## config.mk

```make
export PLATFORM = sky130hd
export DESIGN_NAME = ambi_queue
export DESIGN_NICKNAME = d
export VERILOG_FILES = /design/src/rtl/core/ambi_queue.sv
export SDC_FILE = /design/constraint.sdc
export NUM_CORES = 1
export LEC_CHECK = 0
export BUFFER_PORTS_ARGS = -buffer_cell sky130_fd_sc_hd__buf_2
export CAP_MARGIN = 20
export CORE_ASPECT_RATIO = 1.25
export CORE_MARGIN = 5
export CORE_UTILIZATION = 40
export CTS_BUF_LIST = sky130_fd_sc_hd__clkbuf_2 sky130_fd_sc_hd__clkbuf_4 sky130_fd_sc_hd__clkbuf_8
export CTS_CLUSTER_SIZE = 12
export DETAILED_ROUTE_END_ITERATION = 7
export SLEW_MARGIN = 20
export SYNTH_ARGS = -nofsm -noshare
export SYNTH_HDL_FRONTEND = slang
export SYNTH_SLANG_ARGS = --single-unit
```

## constraint.sdc

```tcl
create_clock -name clk -period 13.8 [get_ports clk]
set_input_delay 3.45 -clock clk [delete_from_list [all_inputs] [get_ports clk]]
set_output_delay 3.45 -clock clk [all_outputs]
set_load 0.01 [all_outputs]
```

## src/rtl/core/ambi_queue.sv

```systemverilog
module ambi_queue #(
	parameter int WIDTH = 102
) (
	input  logic             clk,
	input  logic             arst_n,
	input  logic             push,
	input  logic [WIDTH-1:0] push_data,
	output logic             full,
	input  logic             pop,
	output logic             avail,
	output logic [WIDTH-1:0] pop_data
);

	localparam int DEPTH = 2;

	logic [WIDTH-1:0] entry_q [0:DEPTH-1];
	logic             wr_ptr_q, rd_ptr_q;
	logic [1:0]       count_q;

	assign full     = (count_q == 2'(DEPTH));
	assign avail    = (count_q != 2'd0);
	assign pop_data = entry_q[rd_ptr_q];

	always_ff @(posedge clk or negedge arst_n) begin
		if (!arst_n) begin
			wr_ptr_q <= 1'b0;
			rd_ptr_q <= 1'b0;
			count_q  <= 2'd0;
		end else begin
			if (push) wr_ptr_q <= ~wr_ptr_q;
			if (pop) rd_ptr_q <= ~rd_ptr_q;
			count_q <= count_q + 2'(push) - 2'(pop);
		end
	end

	always_ff @(posedge clk) begin
		if (push) entry_q[wr_ptr_q] <= push_data;
	end

endmodule

```

==> run metrics <==
status complete, no violations; sequential fraction of the synthesis area 82.2%; Die Ht 164 microns; Multi-input gate area 0.00125 sq mm; input/output buffers 209; RSZ-0062 raised after global routing no; CTS root buf clkbuf_8; Iteration-0 DRC Markers 130; Slowest cell on crit path buf_4; most used cells in the layout excluding fill and tap cells buf_2, edfxtp_1, mux2_2; # Post-CTS Setup Buffers 0; NetSw 0.000531 W; fin crit share 44.4%; Via density 4.71; CP endpoint kind output pin; worst hold slack 0.547 ns; leakage power 3.58 nW; CTS Hold Buffers Added 0; Critical Path RT 10.35 ns; nets 675; Post-Route WL 14600 microns; r2r worst-path depth 2; wire length of the first global-routing pass 22100 microns; share of layout cells above drive strength 1 62.0%; Sw Ratio 28.6%; area grow syn2layout 24.4%; Synth area leader edfxtp_1; Logic pwr share 28.2%; fmax 163 MHz; Critical Path, Cell by Cell buf_4 -> mux2_2 -> buf_2; minimum clock period 6.12 ns; vias in the first global route 4354; worst slack, placed 8.15 ns; GR Util All Layers 12.8%; CTS Buf Count 31; wl on met1 5190 microns; met3 WL 1580 microns; Clock power frac 24.3%; H-tree depth 1; worst-path fanout max 77; flop2flop setup slack 11.60 ns; via count 3871; clock slew at reported path FFs 0.06 ns; Synth Instances 332; post-cts sizing count 0; Critical Path Max Stage Delay 0.85 ns; row count 56; hold path depth 1; Initial Utilization 40.5%; RR Endpoint entry_q[1][66]; initial antenna violation count 2; Ports 210; Synth Net Count 440; final hold vios 0; dpl hpwl 9560 microns; Fillers 1611; FF/Latch Area 0.00623 sq mm; worst path arrival time 2.67 ns; Sink Count 208; CTS tree yes; slew at the pin closest to its max-slew limit 1.03 ns; Final Skew 0.0193 ns; fin util 50.4%; Synthesis Warnings 0; Buf/Inv on CP 2; Pwr Density 197 mW/mm^2; DR top layer met5; Flop pwr share 47.5%; Initial DRT Pass Iterations 4; synth unique cells 13; Hold Path Origin wr_ptr_q; Routed Antenna Nets 0; worst skew pair latency 0.54 ns; final setup fails 0; Fin Setup TNS 0 ns; post-route setup slack 7.68 ns; Die Area 0.0218 sq mm; Remaining DRCs 0; synth top area cells edfxtp_1, mux2_2, dfrtp_1; WHS Endpoint wr_ptr_q; routability cong. 0.703; FF-to-FF Start wr_ptr_q; largest net degree at the start of global routing 78; VDD IR max 107 uV; Met2 Wirelength 7570 microns; Setup CP Type reg -> out; diode count 0; Hold WC Path Type reg -> reg; CTS max path bufs 3; Cell Area, Synth 0.00757 sq mm; Int Pwr 0.00132 W; # Max-Cap Violations 0; Die W 133 microns; WL/cell 17.7 microns; Worst setup SP type flip-flop; kind of cell adding the most delay to the critical path buffers and inverters; Yosys top cell area share 80.9%; CORE AREA 0.0187 sq mm; Seq cells post-synth 208; aggregate global routing overflow 0; Max-slew headroom 31.3%; Avg Cell Area, Syn 22.8 sq um; commonest non-fill, non-tap cell in the layout buf_2; Pins Over Slew Limit 0
-- metal layers --
metal | up-vias | track usage [%]
li1 | 1799 | -
met1 | 1896 | 13.2
met2 | 147 | 23.3
met3 | 25 | 5.76
met4 | 4 | 3.73
met5 | - | 0
-- cells in the mapped netlist --
library cell	n
and2_1	1
buf_2	3
buf_4	1
buf_6	7
dfrtp_1	4
edfxtp_1	204
ha_1	2
inv_1	2
mux2_2	102
nor2b_1	2
or2_2	1
xor2_1	2
xor3_1	1
-- final cells by class --
cell class                 instances  area share, %
multi-input combinational        111           13.3
clock buffer                      42           5.41
tap                              232           3.08
inverter                           2         0.0797
clock inverter                    14          0.624
sequential                       208           66.1
timing repair buffer             213           11.4
-- power by group through the flow --
stage / combinational [W] / sequential (W) / clock [W]
5_1_grt: 0.000570 / 0.000892 / 0.000501
3_5_place_dp: 0.000538 / 0.000897 / 0
2_1_floorplan: 0.000364 / 0.000886 / 0
4_1_cts: 0.000540 / 0.000885 / 0.000471
6_report: 0.000522 / 0.000881 / 0.000450
3_3_place_gp: 0.000535 / 0.000889 / 0
-- sequential cells by signal, summed over array words and instances, names as in the netlist --
signal and count:
rd_ptr_q 1, count_q 2, entry_q 204, wr_ptr_q 1
-- worst max path at each step --
stage | startpoint | to | slack, ns | cells past startpoint
after global placement | rd_ptr_q | pop_data[79] | 8.18 | 3
after floorplan | push | entry_q[0][0] | 5.34 | 1
after detailed placement | rd_ptr_q | pop_data[79] | 8.15 | 3
final | rd_ptr_q | pop_data[79] | 7.68 | 3
after global routing | rd_ptr_q | pop_data[79] | 7.48 | 3
after CTS | rd_ptr_q | pop_data[79] | 7.56 | 3
-- stage by stage --
| step | total power (W) | area (sq um) | std cells |
|---|---|---|---|
| after global placement | 0.00142 | 8850 | 766 |
| after global routing | 0.00196 | 9420 | 822 |
| after detailed placement | 0.00144 | 8850 | 766 |
| after CTS | 0.00190 | 9420 | 822 |
| after floorplan | 0.00125 | 7570 | 332 |
| final | 0.00185 | 9420 | 822 |
-- kinds of logic (layout without fill, tap and decap cells) --
family                   count (synthesis)  in the layout  share of synthesized area [%]
buffers and inverters                   13            271                           1.44
AND/OR/NAND/NOR                          4              4                          0.330
adder cells (fa/ha/maj)                  2              2                          0.330
multiplexers                           102            102                           15.2
flip-flops                             208            208                           82.2
XOR/XNOR                                 3              3                          0.545
(Power assumes the default switching activity.)
