--- src/rtl/core/ambi_pkg.sv ---
package ambi_pkg;

	localparam int COORD_W    = 32;
	localparam int ANG_W      = 18;
	localparam int CFG_IDX_W  = 2;
	localparam int CFG_DATA_W = 4;

	localparam logic [CFG_IDX_W-1:0] REG_STEREO_MODE     = 2'd0;
	localparam logic [CFG_IDX_W-1:0] REG_BLOCK_SIZE_LOG2 = 2'd1;

	localparam logic [3:0] BLOCK_LOG2_RESET = 4'd8;
	localparam logic [3:0] BLOCK_LOG2_MAX   = 4'd12;

	// angles in 1/256 degree
	localparam int QUARTER_TURN = 23040;
	localparam int FULL_TURN    = 92160;

	localparam logic signed [COORD_W-1:0] ONE_Q30       = 32'sh4000_0000;
	localparam logic signed [COORD_W-1:0] INV_SQRT2_Q30 = 32'sd759250125;
	localparam int                        HALF_Q30      = 536870912;

	localparam int NUM_TRIG = 6;

	typedef logic signed [ANG_W-1:0]   angle_t;
	typedef logic signed [COORD_W-1:0] coord_t;
	typedef logic [2:0]                trig_tag_t;

	localparam trig_tag_t TAG_SIN_EL = 3'd0;
	localparam trig_tag_t TAG_COS_EL = 3'd1;
	localparam trig_tag_t TAG_COS_L  = 3'd2;
	localparam trig_tag_t TAG_SIN_L  = 3'd3;
	localparam trig_tag_t TAG_COS_R  = 3'd4;
	localparam trig_tag_t TAG_SIN_R  = 3'd5;

	typedef struct packed {
		logic       stereo;
		logic [3:0] ramp_log2;
	} cfg_t;

	typedef struct packed {
		logic   block_start;
		angle_t neg_az_left;
		angle_t neg_az_right;
		angle_t elev;
	} ctl_item_t;

endpackage

--- src/rtl/core/ambi_front.sv ---
module ambi_front import ambi_pkg::*; #(
	parameter int SAMPLE_BITS = 24
) (
	input  cfg_t                          cfg,
	input  logic signed [SAMPLE_BITS-1:0] sample_left,
	input  logic signed [SAMPLE_BITS-1:0] sample_right,
	input  logic signed [15:0]            azimuth,
	input  logic signed [14:0]            elevation,
	input  logic signed [14:0]            spread_width,
	input  logic                          block_start,
	output ctl_item_t                     ctl,
	output logic signed [SAMPLE_BITS-1:0] left_smp,
	output logic signed [SAMPLE_BITS-1:0] right_smp
);

	angle_t az2, wd, el2, ang_l, ang_r;

	// work in 1/256 degree so that half the width is exact
	assign az2 = {{(ANG_W-17){azimuth[15]}}, azimuth, 1'b0};
	assign wd  = {{(ANG_W-15){spread_width[14]}}, spread_width};
	assign el2 = {{(ANG_W-16){elevation[14]}}, elevation, 1'b0};

	assign ang_l = cfg.stereo ? az2 - wd : az2;
	assign ang_r = az2 + wd;

	assign ctl.block_start  = block_start;
	assign ctl.neg_az_left  = -ang_l;
	assign ctl.neg_az_right = -ang_r;
	assign ctl.elev         = el2;

	assign left_smp  = sample_left;
	assign right_smp = cfg.stereo ? sample_right : '0;

endmodule

--- config.mk ---
export PLATFORM = sky130hd
export DESIGN_NAME = ambi_front
export DESIGN_NICKNAME = d
export VERILOG_FILES = /design/src/rtl/core/ambi_pkg.sv /design/src/rtl/core/ambi_front.sv
export SDC_FILE = /design/constraint.sdc
export NUM_CORES = 1
export LEC_CHECK = 0
export ABC_AREA = 1
export BUFFER_PORTS_ARGS = -buffer_cell sky130_fd_sc_hd__buf_2
export CORE_MARGIN = 10
export CORE_UTILIZATION = 47
export DETAILED_ROUTE_END_ITERATION = 7
export PLACE_DENSITY = 0.84
export SETUP_SLACK_MARGIN = 0.3
export SLEW_MARGIN = 40
export SYNTH_ARGS = -nofsm -noshare
export SYNTH_HDL_FRONTEND = slang
export SYNTH_SLANG_ARGS = --single-unit
--- constraint.sdc ---
create_clock -name vclk -period 12.1
set_input_delay 3.63 -clock vclk [all_inputs]
set_output_delay 3.63 -clock vclk [all_outputs]
set_load 0.02 [all_outputs]
==> summary.md, run 1 <==
| Metric | Value |
|---|---|
| Status | `finished clean` |
| Antenna diodes | `0` |
| Synth-to-layout area growth | `9.891%` |
| GRT overflow | `0` |
| Synth Area in XOR/XNOR | `0.06788` |
| Initial DRC count | `between 150 and 200` |
| Synth Cell Area | `3226 sq um` |
| Register Area | `0 sq um` |
| First-pass GRT wire length | `14810 um` |
| Initial Util | `0.4801` |
| Slew Limit Fails | `0` |
| Maximum operating frequency | `103.7 MHz` |
| Clkbuf count | `0` |
| Endpoints failing hold | `0` |
| Total of max-cap violations | `0` |
| Met1 GRT Util | `0.1846` |
| Overall power | `0.2243 mW` |
| Post-synth top cells | `nand2_1 (169), inv_1 (104), ha_1 (49)` |
| Chip Height | `102.8 um` |
| Core ar. | `6719 sq um` |
| Synth Net Count | `725` |
| Die extent in x | `102.8 um` |
| Slew @ Worst Pin | `0.5226 ns` |
| Initial antenna violation count | `0` |
| Routed WL | `9367 um` |
| Worst setup path start | `spread_width[1]` |
| Largest cells by area after synthesis | `nand2_1 (20%), ha_1 (19%), inv_1 (12%), buf_4 (10%), nand3_1 (7.4%)` |
| Routing usage on met2 | `0.3037` |
| Slew headroom | `0.6516` |
| Critical path required time | `~8.5 ns` |
| Worst vdd ir | `0.00003816 V` |
| Adder-cell area share of the yosys netlist | `0.2025` |
| DRT Pass-1 Iters | `4` |
| IO Port Bufs | `116` |
| Yosys top cell by area | `nand2_1` |
| Share of the synthesized area in the top cell type | `0.1967` |
| Fillcell total | `about 700` |
| PwrDens | `roughly 63 nW/um^2` |
| IO Pins | `approximately 200` |
| Min Tclk post-route | `a little under 10 ns` |
| Vias per Instance | `4.853` |
| Met3 Usage GRT | `0.02815` |
| GP Congestion | `0.8725` |
| Largest net degree at the start of global routing | `50` |
| Hold_ws | `7.260 ns` |
| HPWL Detailed | `around 8400 um` |
| WL/cell | `13.01 um` |
| Via count | `3494` |
| Tot GR Track Use | `0.1644` |
| Hold-fix buffer count after cts | `0` |
| Max Fanout on Critical Path | `4` |
| # setup viols final | `0` |
| Die area | `10580 sq um` |
| Simple-gate share of the synthesized area | `0.3999` |
| Netlist cell types | `34` |
| Setup TNS | `0 ns` |
| RSZ-0062 raised after global routing | `false` |
| Fraction of layout instances using a drive strength above 1 | `0.2531` |
| Rows | `30` |
| Post-synthesis sequential area ratio | `0` |
| Busiest grt layer | `met2` |
| HP Class | `in -> out` |
| Hold_sp | `elevation[10]` |
| Largest family of logic cells by synthesized area | `simple AND/OR/NAND/NOR gates` |
| Cells after Synth | `574` |
| Startpoint types | `input pin` |
| CP Capture Type | `output pin` |
| Pleak | `2.361 nW` |
| Antenna-violating nets left | `0` |
| # DRC | `0` |
| Mux cell area share after synthesis | `0` |
| Final period util | `0.7967` |
| Post-cts sizing count | `0` |
| FFs & Latches | `0` |
| Nets | `~790` |
| Post-CTS setup buffers | `0` |
| Compound-Gate Fraction of Synth Area | `0.08029` |
| CP arrival | `6.01 ns` |
| Vias in the first global route | `around 3.4k` |
| Kind of critical path | `in -> out` |
| Syn Area/Cell | `5.620 sq um` |
| Top-count cell post-synth | `nand2_1` |
| Count of warnings emitted by yosys | `0` |
## cell families (layout without fill, tap and decap cells)
family / after synthesis / after routing
AOI/OAI and AO/OA: 44 / 44
xor gates and xnor gates: 25 / 25
other: 1 / 1
and+or+nand+nor: 287 / 287
adders and majority gates: 51 / 51
buffers and inverters: 166 / 232
## final cells by class
cell class,instances,area [sq um],share of cell area
Tap cell,80,100.1,0.02824
Multi-Input combinational cell,408,2425,0.6841
Inverter,116,436.7,0.1232
Timing Repair Buffer,116,583.1,0.1645
## metrics by stage
step                cells    util  cell area [sq um]  worst slack, ns
finish                720  0.5276               3545            2.460
global placement      720  0.5272               3542            2.325
detailed placement    720  0.5272               3542            2.211
CTS                   720  0.5272               3542            2.235
global route          720  0.5276               3545            2.197
floorplan             574       -               3226            2.769
## cells in the final DEF (no fill, tap or decap), types with 2 or more instances in the layout
cell type    n
nand2_1    169
buf_2      115
inv_1      104
ha_1        49
nand3_1     48
nor2_1      28
a21oi_1     24
xor2_1      17
nand2_2     14
inv_2       10
xnor2_1      8
nor2_2       8
nand3_2      6
o21ai_0      6
nand4_1      5
nor3_1       4
o21ai_1      4
nor2_4       3
o21bai_1     2
a21oi_2      2
o31ai_1      2
fa_1         2
## routing by layer
layer  wire, um  share of wire
met1       3684           0.39
met2       4665           0.50
met3        742          0.079
met4        274          0.029
met5          0              0
## worst paths after layout
path  endpoint  slack, ns  cells past startpoint
min    ctl[11]       7.26                      0
max    ctl[33]       2.46                     15
## report_power, final
group          switching [mW]  internal (mW)
Clock                       0              0
Sequential                  0              0
Combinational           0.147         0.0772
Total                   0.147         0.0772
## worst max-delay path: stages
cell	delay (ns)
buf_2	0.09
inv_1	0.06
ha_1	0.30
ha_1	0.19
inv_1	0.07
fa_1	0.40
o21ai_1	0.22
nand3_1	0.09
nand2_1	0.11
nand3_1	0.08
nand2_1	0.16
a21oi_1	0.13
o21ai_1	0.16
xor2_1	0.15
buf_2	0.18
No activity file was read; power rests on OpenSTA's default activity.
==> inputs of run 2 (changes only) <==
--- a/config.mk
+++ b/config.mk
@@ -5,12 +5,12 @@
 export SDC_FILE = /design/constraint.sdc
 export NUM_CORES = 1
 export LEC_CHECK = 0
-export ABC_AREA = 1
+export ABC_AREA = 0
 export BUFFER_PORTS_ARGS = -buffer_cell sky130_fd_sc_hd__buf_2
 export CORE_MARGIN = 10
-export CORE_UTILIZATION = 47
+export CORE_UTILIZATION = 45
 export DETAILED_ROUTE_END_ITERATION = 7
-export PLACE_DENSITY = 0.84
+export PLACE_DENSITY = 0.83
 export SETUP_SLACK_MARGIN = 0.3
 export SLEW_MARGIN = 40
 export SYNTH_ARGS = -nofsm -noshare
==> constraint.sdc (replaced) <==
create_clock -name vclk -period 9.8
set_input_delay 2.94 -clock vclk [all_inputs]
set_output_delay 2.94 -clock vclk [all_outputs]
set_load 0.02 [all_outputs]
==> summary.md, run 2 <==
| Metric | Value |
|---|---|
| Status | `finished clean` |
| Min Tclk post-route | `8.961 ns` |
| Netlist cell types | `67 (+97%)` |
| IO Port Bufs | `116 (unchanged)` |
| Die area | `10310 sq um (-2.6%)` |
| Top-count cell post-synth | `inv_1` |
| Post-cts sizing count | `0 (unchanged)` |
| Post-CTS setup buffers | `0 (unchanged)` |
| Setup TNS | `0 ns (unchanged)` |
| Startpoint types | `input pin` |
| Met3 Usage GRT | `0.04289 (+0.01474)` |
| Rows | `29 (-3.3%)` |
| Most frequent cells in the layout | `buf_2 (115), inv_1 (52), ha_1 (49), a21oi_1 (33), xnor2_1 (28)` |
| GRT overflow | `0 (unchanged)` |
| # DRC | `0 (unchanged)` |
| GP Congestion | `0.9008 (+3.2%)` |
| Slew Limit Fails | `0 (unchanged)` |
| CP max-delay cell | `a2111oi_0` |
| Synth Net Count | `567 (-22%)` |
| Antenna diodes | `0 (unchanged)` |
| Cells after Synth | `416 (-28%)` |
| Largest net degree at the start of global routing | `57 (+14%)` |
| Core ar. | `6386 sq um (-5.0%)` |
| Initial Util | `0.4683 (-0.01181)` |
| Fraction of layout instances using a drive strength above 1 | `0.2818 (+0.02871)` |
| WL/cell | `15.12 um (+16%)` |
| Most common cell after layout, fill and taps aside | `buf_2` |
| Via count | `3020 (-14%)` |
| Routing usage on met2 | `0.2700 (-0.03371)` |
| Count of warnings emitted by yosys | `0 (unchanged)` |
| Vias per Instance | `5.432 (+12%)` |
| Syn Area/Cell | `7.188 sq um (+28%)` |
| Dpl ws | `0.8738 ns (-1.337 ns)` |
| Yosys top cell by area | `ha_1` |
| Antenna-violating nets left | `0 (unchanged)` |
| CP arrival | `6.02 ns (about the same)` |
| Final WS setup | `0.8386 ns (-1.621 ns)` |
| PwrDens | `83.10 nW/um^2 (+31%)` |
| HPWL Detailed | `7357 um (-12%)` |
| Initial antenna violation count | `1 (+1)` |
| Worst path cell trace | `buf_2 -> inv_1 -> ha_1 -> ha_1 -> nor2b_1 -> o21ai_0 -> a21boi_0 -> o21ai_0 -> a21oi_1 -> a2111oi_0 -> o21bai_1 -> a21oi_1 -> xor2_1 -> buf_2` |
| Kind of critical path | `in -> out` |
| IO Pins | `203 (unchanged)` |
| Die extent in x | `101.5 um (-1.3%)` |
| Synth-to-layout area growth | `8.954%` |
| Met1 GRT Util | `0.1582 (-0.02639)` |
| Busiest grt layer | `met2` |
| Vias in the first global route | `2994 (-11%)` |
| Critical path required time | `6.86 ns (-1.61 ns)` |
| Maximum operating frequency | `111.6 MHz` |
| Post-synthesis sequential area ratio | `0 (unchanged)` |
| Clkbuf count | `0 (unchanged)` |
| HP Class | `in -> out` |
| DRT Pass-1 Iters | `4 (unchanged)` |
| Share of the synthesized area in the top cell type | `0.2050 (+0.008357)` |
| Total of max-cap violations | `0 (unchanged)` |
| Placed insts | `556 (-23%)` |
| Synth Cell Area | `2990 sq um (-7.3%)` |
| RSZ-0062 raised after global routing | `false` |
| CP Capture Type | `output pin` |
| # setup viols final | `0 (unchanged)` |
| Routed WL | `8409 um (-10%)` |
| First-pass GRT wire length | `13060 um (-12%)` |
| Largest cells by area after synthesis | `ha_1 (21%), buf_4 (11%), xnor2_1 (8.2%), inv_1 (6.5%), a21oi_1 (5.5%)` |
| Post-synth top cells | `inv_1 (52), ha_1 (49), buf_4 (44)` |
| Initial DRC count | `135 (-24%)` |
| Slew headroom | `0.5066 (-0.1450)` |
| Endpoints failing hold | `0 (unchanged)` |
| Nets | `632 (-20%)` |
| Hold-fix buffer count after cts | `0 (unchanged)` |
| Max Fanout on Critical Path | `5 (+1)` |
| FFs & Latches | `0 (unchanged)` |
| Final period util | `0.9144` |
| Pleak | `1.771 nW (-25%)` |
| Register Area | `0 sq um (unchanged)` |
| Max stage delay on crit path | `0.49 ns (+0.09 ns)` |
| Chip Height | `101.5 um (-1.3%)` |
| Slew @ Worst Pin | `0.7323 ns (+0.2097 ns)` |
| Tot GR Track Use | `0.1457 (-0.01864)` |
| Non-filler cells, final | `556 (-23%)` |
| Worst vdd ir | `0.00006392 V (+68%)` |
-- run 2: worst paths after layout --
path,from,end,cells after the start
setup / recovery,azimuth[2],ctl[35],14
hold / removal,elevation[9],ctl[10],0
-- run 2: worst max-delay path, delay by kind of cell --
kind | cells | cell delay, ns
AO/OA/AOI/OAI | 7 | 1.70
XOR/XNOR | 1 | 0.16
adder cells (fa/ha/maj) | 2 | 0.71
AND/OR/NAND/NOR | 1 | 0.15
buffers and inverters | 3 | 0.36
-- run 2: per-layer routing --
metal	share of wire	up-vias	wire (um)
met5	0	-	0
met4	0.021	0	176
met3	0.096	24	811
met2	0.49	125	4079
met1	0.40	1368	3342
li1	-	1503	-
-- run 2: report_power, final --
group	total [mW]	internal, mW	switching [mW]
Sequential	0	0	0
Clock	0	0	0
Combinational	0.271	0.105	0.166
-- run 2: final cells by class --
type	count	area (sq um)
inverter	52	195.2
fill	614	3128
multi-input combinational	311	2384
tap	77	96.34
timing repair buffer	116	583.1
-- run 2: per-stage QoR --
| step | hold WS [ns] | utilization | total power [mW] | area, sq um |
|---|---|---|---|---|
| floorplan | 5.993 | - | 0.2208 | 2990 |
| global placement | 5.880 | 0.5098 | 0.2644 | 3256 |
| detailed placement | 5.880 | 0.5098 | 0.2699 | 3256 |
| CTS | 5.880 | 0.5098 | 0.2716 | 3256 |
| global route | 5.880 | 0.5102 | 0.2968 | 3258 |
| finish | 5.880 | 0.5102 | 0.2708 | 3258 |
-- run 2: logic make-up after synthesis --
| kind of cell | after synthesis | synth area share |
|---|---|---|
| simple gates | 118 | 0.2138 |
| compound gates | 97 | 0.2335 |
| fa+ha+maj | 51 | 0.2184 |
| buf+inv | 105 | 0.2029 |
| xor+xnor | 41 | 0.1201 |
| mux | 3 | 0.01004 |
| other cells | 1 | 0.001254 |
